### config.mk
export PLATFORM = sky130hd
export DESIGN_NAME = greedy_dirty_rect_merger
export DESIGN_NICKNAME = d
export VERILOG_FILES = /design/src/grm_pkg.sv /design/src/greedy_dirty_rect_merger.sv /design/src/grm_growth.sv
export SDC_FILE = /design/constraint.sdc
export NUM_CORES = 2
export LEC_CHECK = 0
export BUFFER_PORTS_ARGS = -buffer_cell sky130_fd_sc_hd__clkbuf_2
export CAP_MARGIN = 20
export CELL_PAD_IN_SITES_DETAIL_PLACEMENT = 1
export CELL_PAD_IN_SITES_GLOBAL_PLACEMENT = 2
export CORE_UTILIZATION = 42
export CTS_BUF_LIST = sky130_fd_sc_hd__clkbuf_4 sky130_fd_sc_hd__clkbuf_8 sky130_fd_sc_hd__clkbuf_16
export CTS_CLUSTER_DIAMETER = 30
export DETAILED_ROUTE_END_ITERATION = 6
export PLACE_DENSITY_LB_ADDON = 0.25
export SLEW_MARGIN = 0
export SYNTH_ARGS = -nofsm -noshare
export SYNTH_HDL_FRONTEND = slang
export SYNTH_SLANG_ARGS = --single-unit
### constraint.sdc
create_clock -name clk -period 9.5 [get_ports clk]
set_clock_uncertainty 0.1 [all_clocks]
set_input_delay 0.475 -clock clk [delete_from_list [all_inputs] [get_ports clk]]
set_output_delay 0.475 -clock clk [all_outputs]
set_load 0.005 [all_outputs]
### src/grm_pkg.sv
// ----------------------------------------------------------------------------
// grm_pkg
// Types and constants of the greedy dirty-rectangle merger.
// ----------------------------------------------------------------------------
`timescale 1ns / 1ps
`default_nettype none

package grm_pkg;

    localparam int MAX_REGIONS  = 16;
    localparam int COORD_BITS   = 12;
    localparam int IDX_W        = (MAX_REGIONS > 1) ? $clog2(MAX_REGIONS) : 1;
    localparam int CNT_W        = $clog2(MAX_REGIONS + 1);
    localparam int AREA_W       = 2 * COORD_BITS;
    localparam int COST_W       = 24;
    localparam int THR_W        = ((AREA_W > COST_W) ? AREA_W : COST_W) + 1;
    localparam logic [31:0] GROWTH_LIMIT = 32'd10000000;
    localparam logic [COST_W-1:0] COST_RESET = COST_W'(1000);

    localparam logic KIND_ADD   = 1'b0;
    localparam logic KIND_FLUSH = 1'b1;

    typedef logic [COORD_BITS-1:0] coord_t;
    typedef logic [AREA_W-1:0]     area_t;

    typedef struct packed {
        coord_t l;
        coord_t t;
        coord_t r;
        coord_t b;
    } box_t;

    typedef struct packed {
        logic   kind;
        coord_t left;
        coord_t top;
        coord_t right;
        coord_t bottom;
    } grm_in_t;

    typedef struct packed {
        coord_t out_left;
        coord_t out_top;
        coord_t out_right;
        coord_t out_bottom;
        logic   last;
    } grm_out_t;

    // Tag that travels with each table read
    typedef struct packed {
        logic             valid;
        logic             last;
        logic [IDX_W-1:0] idx;
    } grm_tag_t;

endpackage

`default_nettype wire

### src/greedy_dirty_rect_merger.sv
// ----------------------------------------------------------------------------
// greedy_dirty_rect_merger
// Keeps a table of dirty rectangles, merges each new one greedily into the
// entry it grows least unless a new entry is cheaper and fits; emits on flush.
// ----------------------------------------------------------------------------
// An item is taken when start is high and busy is low; busy then stays high
// until the item is finished. The table sits in one synchronous RAM with a
// single read port, so an add scans it one entry per cycle, and the scan is
// followed by the read register, the two growth stages, the final drain check
// and the decide and write-back. An add gives no result. With n entries in
// the table a flush puts the n entries out in table order on back-to-back
// cycles, one beat per cycle marked by result_valid, with last set on the
// final beat; the receiver cannot stall and must take every beat. A flush of
// an empty table gives no beat. new_region_cost is written through
// cfg_we/cfg_wdata; the user must do so only while busy is low, as the block
// itself does not enforce it.
// ----------------------------------------------------------------------------
`timescale 1ns / 1ps
`default_nettype none

module greedy_dirty_rect_merger (
    input  wire logic                         clk,
    input  wire logic                         rst_n,
    input  wire logic                         start,
    input  wire grm_pkg::grm_in_t             in_item,
    output logic                              busy,
    output logic                              result_valid,
    output grm_pkg::grm_out_t                 result,
    input  wire logic                         cfg_we,
    input  wire logic [grm_pkg::COST_W-1:0]   cfg_wdata
);
    import grm_pkg::*;

    localparam logic [1:0] S_IDLE   = 2'd0;
    localparam logic [1:0] S_SCAN   = 2'd1;
    localparam logic [1:0] S_DECIDE = 2'd2;
    localparam logic [1:0] S_FLUSH  = 2'd3;

    // Region table: one write port, one registered read port
    box_t             table_mem [MAX_REGIONS];
    box_t             mem_rdata_reg;
    logic             mem_we;
    logic [IDX_W-1:0] mem_waddr;
    box_t             mem_wdata;

    logic [1:0]       state_reg;
    logic [1:0]       state_next;
    logic [CNT_W-1:0] idx_reg;
    logic [CNT_W-1:0] idx_next;
    logic [CNT_W-1:0] count_reg;
    logic [CNT_W-1:0] count_next;
    logic             issue;
    grm_tag_t         rd_tag_reg;
    logic [COST_W-1:0] cost_reg;

    // New rectangle and its area
    box_t             nb_reg;
    box_t             nb_next;
    area_t            nb_area_reg;
    coord_t           nb_w;
    coord_t           nb_h;

    // Best candidate so far
    logic             have_reg;
    logic [IDX_W-1:0] best_idx_reg;
    area_t            best_g_reg;
    box_t             best_uni_reg;

    grm_tag_t         g_tag_in;
    grm_tag_t         g_tag;
    area_t            g_growth;
    box_t             g_uni;
    logic             g_busy;

    logic [THR_W-1:0] thr;
    logic             merge_ok;
    logic             accept;

    assign accept = start && (state_reg == S_IDLE);
    assign busy   = (state_reg != S_IDLE);

    // Normalize reversed edges to an empty box
    always_comb
    begin
        nb_next.l = in_item.left;
        nb_next.t = in_item.top;
        nb_next.r = (in_item.right < in_item.left) ? in_item.left : in_item.right;
        nb_next.b = (in_item.bottom < in_item.top) ? in_item.top : in_item.bottom;
    end

    assign nb_w = (nb_reg.r > nb_reg.l) ? coord_t'(nb_reg.r - nb_reg.l) : '0;
    assign nb_h = (nb_reg.b > nb_reg.t) ? coord_t'(nb_reg.b - nb_reg.t) : '0;

    // Merge when growth is under the ceiling and cheaper than a new region
    assign thr      = THR_W'(nb_area_reg) + THR_W'(cost_reg);
    assign merge_ok = have_reg && (32'(best_g_reg) < GROWTH_LIMIT)
                      && (THR_W'(best_g_reg) < thr);

    // Only scan reads feed the growth pipe
    always_comb
    begin
        g_tag_in       = rd_tag_reg;
        g_tag_in.valid = rd_tag_reg.valid && (state_reg == S_SCAN);
    end

    grm_growth u_growth (
        .clk       (clk),
        .rst_n     (rst_n),
        .tag_in    (g_tag_in),
        .stored    (mem_rdata_reg),
        .nb        (nb_reg),
        .tag_out   (g_tag),
        .growth    (g_growth),
        .uni       (g_uni),
        .pipe_busy (g_busy)
    );

    always_comb
    begin
        state_next = state_reg;
        idx_next   = idx_reg;
        count_next = count_reg;
        issue      = 1'b0;
        mem_we     = 1'b0;
        mem_waddr  = best_idx_reg;
        mem_wdata  = best_uni_reg;
        case (state_reg)
            S_IDLE:
            begin
                if (start)
                begin
                    idx_next   = '0;
                    state_next = (in_item.kind == KIND_FLUSH) ? S_FLUSH : S_SCAN;
                end
            end
            S_SCAN, S_FLUSH:
            begin
                if (idx_reg < count_reg)
                begin
                    // Advance the read pointer one entry per cycle
                    issue    = 1'b1;
                    idx_next = idx_reg + CNT_W'(1);
                end
                else if (!rd_tag_reg.valid && !g_busy)
                begin
                    if (state_reg == S_SCAN)
                    begin
                        state_next = S_DECIDE;
                    end
                    else
                    begin
                        // Drop the whole table once the last beat is out
                        count_next = '0;
                        state_next = S_IDLE;
                    end
                end
            end
            S_DECIDE:
            begin
                mem_we = 1'b1;
                if (!merge_ok && (count_reg != CNT_W'(MAX_REGIONS)))
                begin
                    // Append as a new region
                    mem_waddr  = count_reg[IDX_W-1:0];
                    mem_wdata  = nb_reg;
                    count_next = count_reg + CNT_W'(1);
                end
                state_next = S_IDLE;
            end
            default:
            begin
                state_next = S_IDLE;
            end
        endcase
    end

    always_ff @(posedge clk or negedge rst_n)
    begin
        if (!rst_n)
        begin
            state_reg  <= S_IDLE;
            idx_reg    <= '0;
            count_reg  <= '0;
            rd_tag_reg <= '0;
            cost_reg   <= COST_RESET;
            have_reg   <= 1'b0;
        end
        else
        begin
            state_reg        <= state_next;
            idx_reg          <= idx_next;
            count_reg        <= count_next;
            rd_tag_reg.valid <= issue;
            rd_tag_reg.last  <= ((idx_reg + CNT_W'(1)) == count_reg);
            rd_tag_reg.idx   <= idx_reg[IDX_W-1:0];
            if (cfg_we)
            begin
                cost_reg <= cfg_wdata;
            end
            if (accept)
            begin
                have_reg <= 1'b0;
            end
            else if (g_tag.valid)
            begin
                have_reg <= 1'b1;
            end
        end
    end

    // Payload registers
    always_ff @(posedge clk)
    begin
        if (accept)
        begin
            nb_reg <= nb_next;
        end
        nb_area_reg <= area_t'(nb_w) * area_t'(nb_h);
        // First entry wins a tie: replace only on strictly smaller growth
        if (g_tag.valid && (!have_reg || (g_growth < best_g_reg)))
        begin
            best_idx_reg <= g_tag.idx;
            best_g_reg   <= g_growth;
            best_uni_reg <= g_uni;
        end
    end

    // Region table storage
    always_ff @(posedge clk)
    begin
        if (mem_we)
        begin
            table_mem[mem_waddr] <= mem_wdata;
        end
        mem_rdata_reg <= table_mem[idx_reg[IDX_W-1:0]];
    end

    // Flush beats come straight from the read register
    assign result_valid      = rd_tag_reg.valid && (state_reg == S_FLUSH);
    assign result.out_left   = mem_rdata_reg.l;
    assign result.out_top    = mem_rdata_reg.t;
    assign result.out_right  = mem_rdata_reg.r;
    assign result.out_bottom = mem_rdata_reg.b;
    assign result.last       = rd_tag_reg.last;

endmodule

`default_nettype wire

### src/grm_growth.sv
// ----------------------------------------------------------------------------
// grm_growth
// Two-stage pipe: union box of a stored entry with the new box, then the
// areas, giving the growth of the entry's area.
// ----------------------------------------------------------------------------
`timescale 1ns / 1ps
`default_nettype none

module grm_growth (
    input  wire logic              clk,
    input  wire logic              rst_n,
    input  wire grm_pkg::grm_tag_t tag_in,
    input  wire grm_pkg::box_t     stored,
    input  wire grm_pkg::box_t     nb,
    output grm_pkg::grm_tag_t      tag_out,
    output grm_pkg::area_t         growth,
    output grm_pkg::box_t          uni,
    output logic                   pipe_busy
);
    import grm_pkg::*;

    logic     s_empty;
    logic     n_empty;
    box_t     u_next;
    coord_t   uw_next;
    coord_t   uh_next;
    coord_t   sw_next;
    coord_t   sh_next;

    grm_tag_t s1_tag_reg;
    box_t     s1_uni_reg;
    coord_t   s1_uw_reg;
    coord_t   s1_uh_reg;
    coord_t   s1_sw_reg;
    coord_t   s1_sh_reg;

    grm_tag_t s2_tag_reg;
    box_t     s2_uni_reg;
    area_t    s2_ua_reg;
    area_t    s2_sa_reg;

    always_comb
    begin
        s_empty = (stored.r <= stored.l) || (stored.b <= stored.t);
        n_empty = (nb.r <= nb.l) || (nb.b <= nb.t);
        if (s_empty)
        begin
            u_next = nb;
        end
        else if (n_empty)
        begin
            u_next = stored;
        end
        else
        begin
            u_next.l = (stored.l < nb.l) ? stored.l : nb.l;
            u_next.t = (stored.t < nb.t) ? stored.t : nb.t;
            u_next.r = (stored.r > nb.r) ? stored.r : nb.r;
            u_next.b = (stored.b > nb.b) ? stored.b : nb.b;
        end
        uw_next = (u_next.r > u_next.l) ? coord_t'(u_next.r - u_next.l) : '0;
        uh_next = (u_next.b > u_next.t) ? coord_t'(u_next.b - u_next.t) : '0;
        sw_next = (stored.r > stored.l) ? coord_t'(stored.r - stored.l) : '0;
        sh_next = (stored.b > stored.t) ? coord_t'(stored.b - stored.t) : '0;
    end

    // Tags carry control and are reset
    always_ff @(posedge clk or negedge rst_n)
    begin
        if (!rst_n)
        begin
            s1_tag_reg <= '0;
            s2_tag_reg <= '0;
        end
        else
        begin
            s1_tag_reg <= tag_in;
            s2_tag_reg <= s1_tag_reg;
        end
    end

    always_ff @(posedge clk)
    begin
        s1_uni_reg <= u_next;
        s1_uw_reg  <= uw_next;
        s1_uh_reg  <= uh_next;
        s1_sw_reg  <= sw_next;
        s1_sh_reg  <= sh_next;
        s2_uni_reg <= s1_uni_reg;
        s2_ua_reg  <= area_t'(s1_uw_reg) * area_t'(s1_uh_reg);
        s2_sa_reg  <= area_t'(s1_sw_reg) * area_t'(s1_sh_reg);
    end

    assign tag_out   = s2_tag_reg;
    assign uni       = s2_uni_reg;
    assign growth    = (s2_ua_reg > s2_sa_reg) ? area_t'(s2_ua_reg - s2_sa_reg) : '0;
    assign pipe_busy = s1_tag_reg.valid || s2_tag_reg.valid;

endmodule

`default_nettype wire

== Word level (Yosys, flattened, before mapping) ==
Memories as Yosys holds them, arrays and structs flattened. A register that Yosys moved wholly into a read port is not among the register bits.
Index checks and enable logic that the tools add are counted.

* Mux-type cells: 36
* Multipliers: 3
* Add/sub/neg operators: 10
* Reduce and logical (&&, ||, !) cells: 25
* Magnitude comparators: 21
* Equal/unequal tests: 11

{| class="wikitable"
|+ Operators with widths
! cell !! number
|-
| 48-bit 2-to-1 mux || 4
|-
| 12-bit greater-than comparator || 8
|-
| 12-bit 2-to-1 mux || 8
|-
| 12-bit by 12-bit multiplier with 24-bit output || 3
|-
| 12-bit subtractor || 6
|-
| 12-bit <= comparator || 4
|-
| 12-bit < comparator || 4
|-
| 5-bit 2-to-1 mux || 6
|-
| 24-bit by 24-bit adder with 25-bit output || 1
|-
| 24-bit by 25-bit < comparator with 1-bit output || 1
|-
| 24-bit greater-than comparator || 1
|-
| 24-bit < comparator || 1
|-
| 24-bit < comparator (second input constant) || 1
|-
| 24-bit 2-to-1 mux || 1
|-
| 24-bit subtractor || 1
|-
| 5-bit case mux with 2 select lines || 2
|-
| 2-bit != test (second input constant) || 6
|-
| 5-bit by 1-bit adder with 5-bit output (second input constant) || 2
|-
| 2-bit 2-to-1 mux || 5
|-
| 1-bit logical AND || 8
|-
| 4-bit 2-to-1 mux || 2
|-
| 2-bit nonzero test || 4
|-
| 1-bit 2-to-1 mux || 7
|-
| 2-bit case mux with 3 select lines || 1
|-
| other kinds (11) || 19
|}

* Bits of input ports: 77
* Register bits: 393
* Memories kept: 1
* RAM bits: 768
* Logic and storage cells: 144

{| class="wikitable"
|+ Memory list
! memory !! depth !! bits a word !! rd ports !! clocked after memory_dff !! write ports !! RTL line !! text
|-
| table_mem || 16 || 48 || 1 || 1 || 1 || greedy_dirty_rect_merger.sv:40 || <nowiki>box_t table_mem [MAX_REGIONS];</nowiki>
|}

== Longest topological paths before layout ==
* Depth after elaboration: 7
* Depth in mapped cells: 34
* Mapped depth without buffers: 32

== By module ==
A second synthesis with hierarchy kept.

* Cell total of the unflattened synthesis: 5,268
* Area, all modules: 66,383.7 µm²

{| class="wikitable"
|+ Modules (own cells, without submodules)
! module !! sequential area each (µm²) !! times used !! cells an instance !! area an instance (µm²)
|-
| greedy_dirty_rect_merger || 29,310.6 || 1 || 3,068 || 46,573.4
|-
| grm_growth || 4,144.0 || 1 || 2,200 || 19,810.2
|}

== Worst setup path before layout ==
OpenSTA, ideal clock, no wires.

* Path type: reg2reg
* From: reg u_growth.s2_ua_reg[0]
* To: reg best_g_reg[0] (enable)
* Path slack: -0.255 ns
* Setup time: 0.615 ns
* Cell stages (with the launch flop): 23
* Buffers on the path: 1
* Data required time: 8.785 ns
* Data arrival time: 9.039 ns
* Cells stage by stage: dfxtp_1 inv_1 ha_1 inv_1 fa_1 a21o_1 a21o_1 a211o_1 a211oi_1 nor2_1 a31oi_1 buf_2 nor2_1 ha_1 a21oi_1 nor2b_1 o21ai_0 nand2b_1 a221oi_1 nand2_1 nor2_1 nand2_1 o21ai_0

* Longest elaborated chain between the ends: 5
* Elaborated cells between the ends (all ways): 6
* Those cells by class: add/sub (1); order compare (2); mux (1); reduce/logical (2)

{| class="wikitable"
|+ RTL lines
! item !! RTL line !! text
|-
| from (decl) || grm_growth.sv:39 || <nowiki>area_t s2_ua_reg;</nowiki>
|-
| from (signal assigned) || grm_growth.sv:90 || <nowiki>s2_ua_reg <= area_t'(s1_uw_reg) * area_t'(s1_uh_reg);</nowiki>
|-
| 24-bit subtractor or 24-bit greater-than comparator (tied branches) || grm_growth.sv:96 || <nowiki>assign growth = (s2_ua_reg > s2_sa_reg) ? area_t'(s2_ua_reg - s2_sa_reg) : '0;</nowiki>
|-
| 24-bit 2-to-1 mux * || grm_growth.sv:96 ||
|-
| net g_growth[5] || greedy_dirty_rect_merger.sv:71 || <nowiki>area_t g_growth;</nowiki>
|-
| 24-bit < comparator * || greedy_dirty_rect_merger.sv:220 || <nowiki>if (g_tag.valid && (!have_reg || (g_growth < best_g_reg)))</nowiki>
|-
| 1-bit logical OR * || greedy_dirty_rect_merger.sv:220 ||
|-
| 1-bit logical AND * || greedy_dirty_rect_merger.sv:220 ||
|-
| to (signal assigned) || greedy_dirty_rect_merger.sv:223 || <nowiki>best_g_reg <= g_growth;</nowiki>
|-
| to (decl) || greedy_dirty_rect_merger.sv:66 || <nowiki>area_t best_g_reg;</nowiki>
|}

Mark *: on every way through the listed nets, which the timed path passes. The rest lies on a longest branch.
A chain may end at the register's enable or synchronous reset.

== Worst setup path after layout ==
* From: reg nb_reg[0] in the netlist's numbering
* To: reg nb_area_reg[23]

* Longest elaborated chain between the ends: 3
* Elaborated cells between the ends (all ways): 4
* Those cells by class: add/sub (1); mul (1); order compare (1); mux (1)

{| class="wikitable"
|+ RTL lines
! item !! RTL line !! text
|-
| from (decl) || greedy_dirty_rect_merger.sv:57 || <nowiki>box_t nb_reg;</nowiki>
|-
| from (signal assigned) || greedy_dirty_rect_merger.sv:216 || <nowiki>nb_reg <= nb_next;</nowiki>
|-
| 12-bit subtractor or 12-bit greater-than comparator (tied branches) || greedy_dirty_rect_merger.sv:92 || <nowiki>assign nb_h = (nb_reg.b > nb_reg.t) ? coord_t'(nb_reg.b - nb_reg.t) : '0;</nowiki>
|-
| 12-bit 2-to-1 mux * || greedy_dirty_rect_merger.sv:92 ||
|-
| 12-bit by 12-bit multiplier with 24-bit output * || greedy_dirty_rect_merger.sv:218 || <nowiki>nb_area_reg <= area_t'(nb_w) * area_t'(nb_h);</nowiki>
|-
| to (signal assigned) || greedy_dirty_rect_merger.sv:218 ||
|-
| to (decl) || greedy_dirty_rect_merger.sv:59 || <nowiki>area_t nb_area_reg;</nowiki>
|}

Every way passes the cells marked *; elsewhere a longest branch is shown, timed or not.

==> results_dict.tcl <==
set metrics [dict create \
    hpwlAfterDp_um 126000 \
    largest_register "table_mem" \
    clk_pin_slew_ns 0.05 \
    ff2ff_path_depth 29 \
    synth_mux_area_share_pct 11.5 \
    netlist_top_cells_count "edfxtp_1, inv_1, ha_1" \
    viasPerCell 5.40 \
    syn_area_per_cell_sq_um 13.6 \
    cts_tree "done" \
    grt_pass1_wl_um 274000 \
    die_x_um 393 \
    slew_headroom_pct 25.1 \
    first_pass_iters 7 \
    postCtsSetupBuffers 0 \
    setup_violations 0 \
    dieHeight_um 393 \
    period_share_pct 82.7 \
    violations "design-rule violations" \
    cts-root-buf "clkbuf_16" \
    start_util_pct 42.3 \
    syn-num-nets 5519 \
    rrSetupSlack_ns 1.65 \
    peakVddDrop_uv 234 \
    arrival_ns 8.40 \
    synthAdderAreaFrac_pct 18.0 \
    post_drt_wl_per_cell_um 25.6 \
    stdcell_count 7293 \
    dieArea_sq_um 154000 \
    hold_violations 0 \
    ys_seq_area_share_pct 52.1 \
    crit_path_top_delay_cell "nor2b_1" \
    dp.cells 6753 \
    dpl_worst_slack_ns 1.36 \
    netlist_area_sq_um 64200 \
    io_pins 128 \
    num_rows 143 \
    leakage_nw 31.1 \
    synthCells 4706 \
    synth_top_family_by_area "adder cells" \
    max_stage_delay_ns 0.92 \
    fin_crit_ns 7.85 \
    final_nets 5854 \
    hp-start "in_item[6]" \
    routed_wl_um 187000 \
    ant_nets 0 \
    drc 4 \
    yosys.area_share.simple_pct 7.15 \
    clock_latency_ns 0.86 \
    drive_gt1_share_pct 20.0 \
    ctsResizeCount 0 \
    largest_reg_flops 768 \
    synth-seq-cells 1209 \
    cts_hold_buf 73 \
    highest_layer "met5" \
    fmax_mhz 127 \
    layout-area-overhead-vs-synth_pct 19.7 \
    yosysTopAreaCell "edfxtp_1" \
    drv_slew 0 \
    yosysMostFrequentCell "edfxtp_1" \
    status "complete, but fails checks" \
    synth_cell_types 90 \
    hold_depth 2 \
    place_congestion 0.854 \
    antenna_found_initial 14 \
    clock-sinks 1209 \
    grt_usage_pct 24.5 \
    synthArstFlopShare_pct 4.38 \
    synth-xor-area-share_pct 1.95 \
    critPathLaunchType "flip-flop" \
    total_power_mw 29.1 \
    grt_max_degree 87 \
    grt_overflow 0 \
    critPathKind "reg2reg" \
    synth_ff_type "edfxtp_1" \
    maxCapViolCount 0 \
    core_area_sq_um 152000 \
    worstReg2RegStart "nb_reg[0]" \
    synth_enable_flop_cells 892 \
    hp-class "in2reg" \
    r2r_end "nb_area_reg[23]" \
    fillers 15100 \
    worstPathMaxFanout 29 \
    cp.required_ns 10.04 \
    h-tree-depth 4 \
    rsz0062_at_grt "false" \
    met3WireLength_um 11500 \
    clock_path_buffers 3 \
    io_buffers 127 \
    yosysWarnings 0 \
    tightest_slew_ns 1.09 \
    first_iter_violations 2541 \
    num_vias 39400 \
    synth_compound_area_share_pct 5.04 \
    end_kind "flip-flop" \
    fin_ws_ns 1.65 \
    wl_met2_um 91000 \
    p_per_area_nw_per_um2 379 \
    hold_end "nb_reg[6]" \
    finalSetupTns_ns 0 \
    synth_top_area_share_pct 41.8 \
    cts_buffers 241 \
    yosys-top-cells-area "edfxtp_1, fa_1, mux4_2" \
    grt_pass1_vias 42500 \
    met1_length_um 77900 \
]
## routing by layer
metal,up-vias,GRT usage (%)
met5,-,0
met4,6,8.94
met3,351,4.88
met2,1187,40.9
met1,20300,31.4
li1,17500,-
## layout make-up
type                    count  area, sq um  area share (%)
clock buffers             277         6490            8.45
diodes                      3         7.51         0.00977
flip-flops and latches   1209        33400            43.5
well taps                2030         2540            3.31
repair buffers            254         1830            2.38
inverters                 567         2130            2.77
clock inverters           185         2310            3.01
multi-input cells        2768        28100            36.6
## through the flow
step | cell area, sq um | utilization (%) | hold slack (ns)
after CTS | 76800 | 50.6 | 0.00679
after global placement | 67200 | 44.3 | 0.210
after floorplan | 64200 | - | 0.0794
after detailed placement | 67200 | 44.3 | 0.213
after global routing | 76800 | 50.6 | 0.0230
final | 76800 | 50.6 | 0.0654
## placed cells by master, fill, tap and decap left out, drive strengths merged, types with 30 or more instances in the layout
cell,instances
clkinv,81
mux4,240
dfxtp,264
fa,308
nor2b,36
clkbuf,404
and2,122
nand2,399
nor2,190
dlygate4sd3,73
buf,54
o21a,34
nor3,52
nand2b,33
mux2i,60
a21oi,151
nand3,32
xor2,62
a21o,83
inv,612
mux2,120
o21ai,102
ha,428
edfxtp,892
bufinv,30
xnor2,81
dfrtp,47
nand4,34
## report_power, final
| part | internal, mW | switching (mW) |
|---|---|---|
| Combinational | 4.79 | 6.99 |
| Sequential | 7.29 | 1.12 |
| Clock | 5.80 | 3.13 |
| Total | 17.9 | 11.2 |
## worst max-delay path by stage
| stage | slack, ns | cells after the start | from | to |
|---|---|---|---|---|
| after floorplan | 1.47 | 23 | cost_reg[0] | table_mem[11][0] |
| after global placement | 1.51 | 29 | nb_reg[12] | nb_area_reg[23] |
| after detailed placement | 1.36 | 29 | nb_reg[12] | nb_area_reg[23] |
| after CTS | 1.24 | 29 | nb_reg[12] | nb_area_reg[23] |
| after global routing | 1.15 | 29 | nb_reg[0] | nb_area_reg[23] |
| final | 1.65 | 29 | nb_reg[0] | nb_area_reg[23] |
## worst max-delay path: cells and delay by family (launching register included)
kind                       cells  cell delay (ns)
adders and majority gates      7             2.86
xor gates and xnor gates       1             0.13
buffers and inverters          6             0.60
DFF                            1             0.38
AOI/OAI and AO/OA             13             2.49
and+or+nand+nor                2             1.12
## kinds of logic (layout without fill, tap and decap cells)
family / after synthesis / count (layout)
buffers and inverters: 729 / 1283
other: 0 / 3
muxes: 420 / 420
adders and majority gates: 736 / 736
DFF: 1209 / 1209
AOI/OAI and AO/OA: 496 / 496
xor gates and xnor gates: 143 / 143
and+or+nand+nor: 973 / 973
Note: power is estimated with default switching activity, not from simulation.
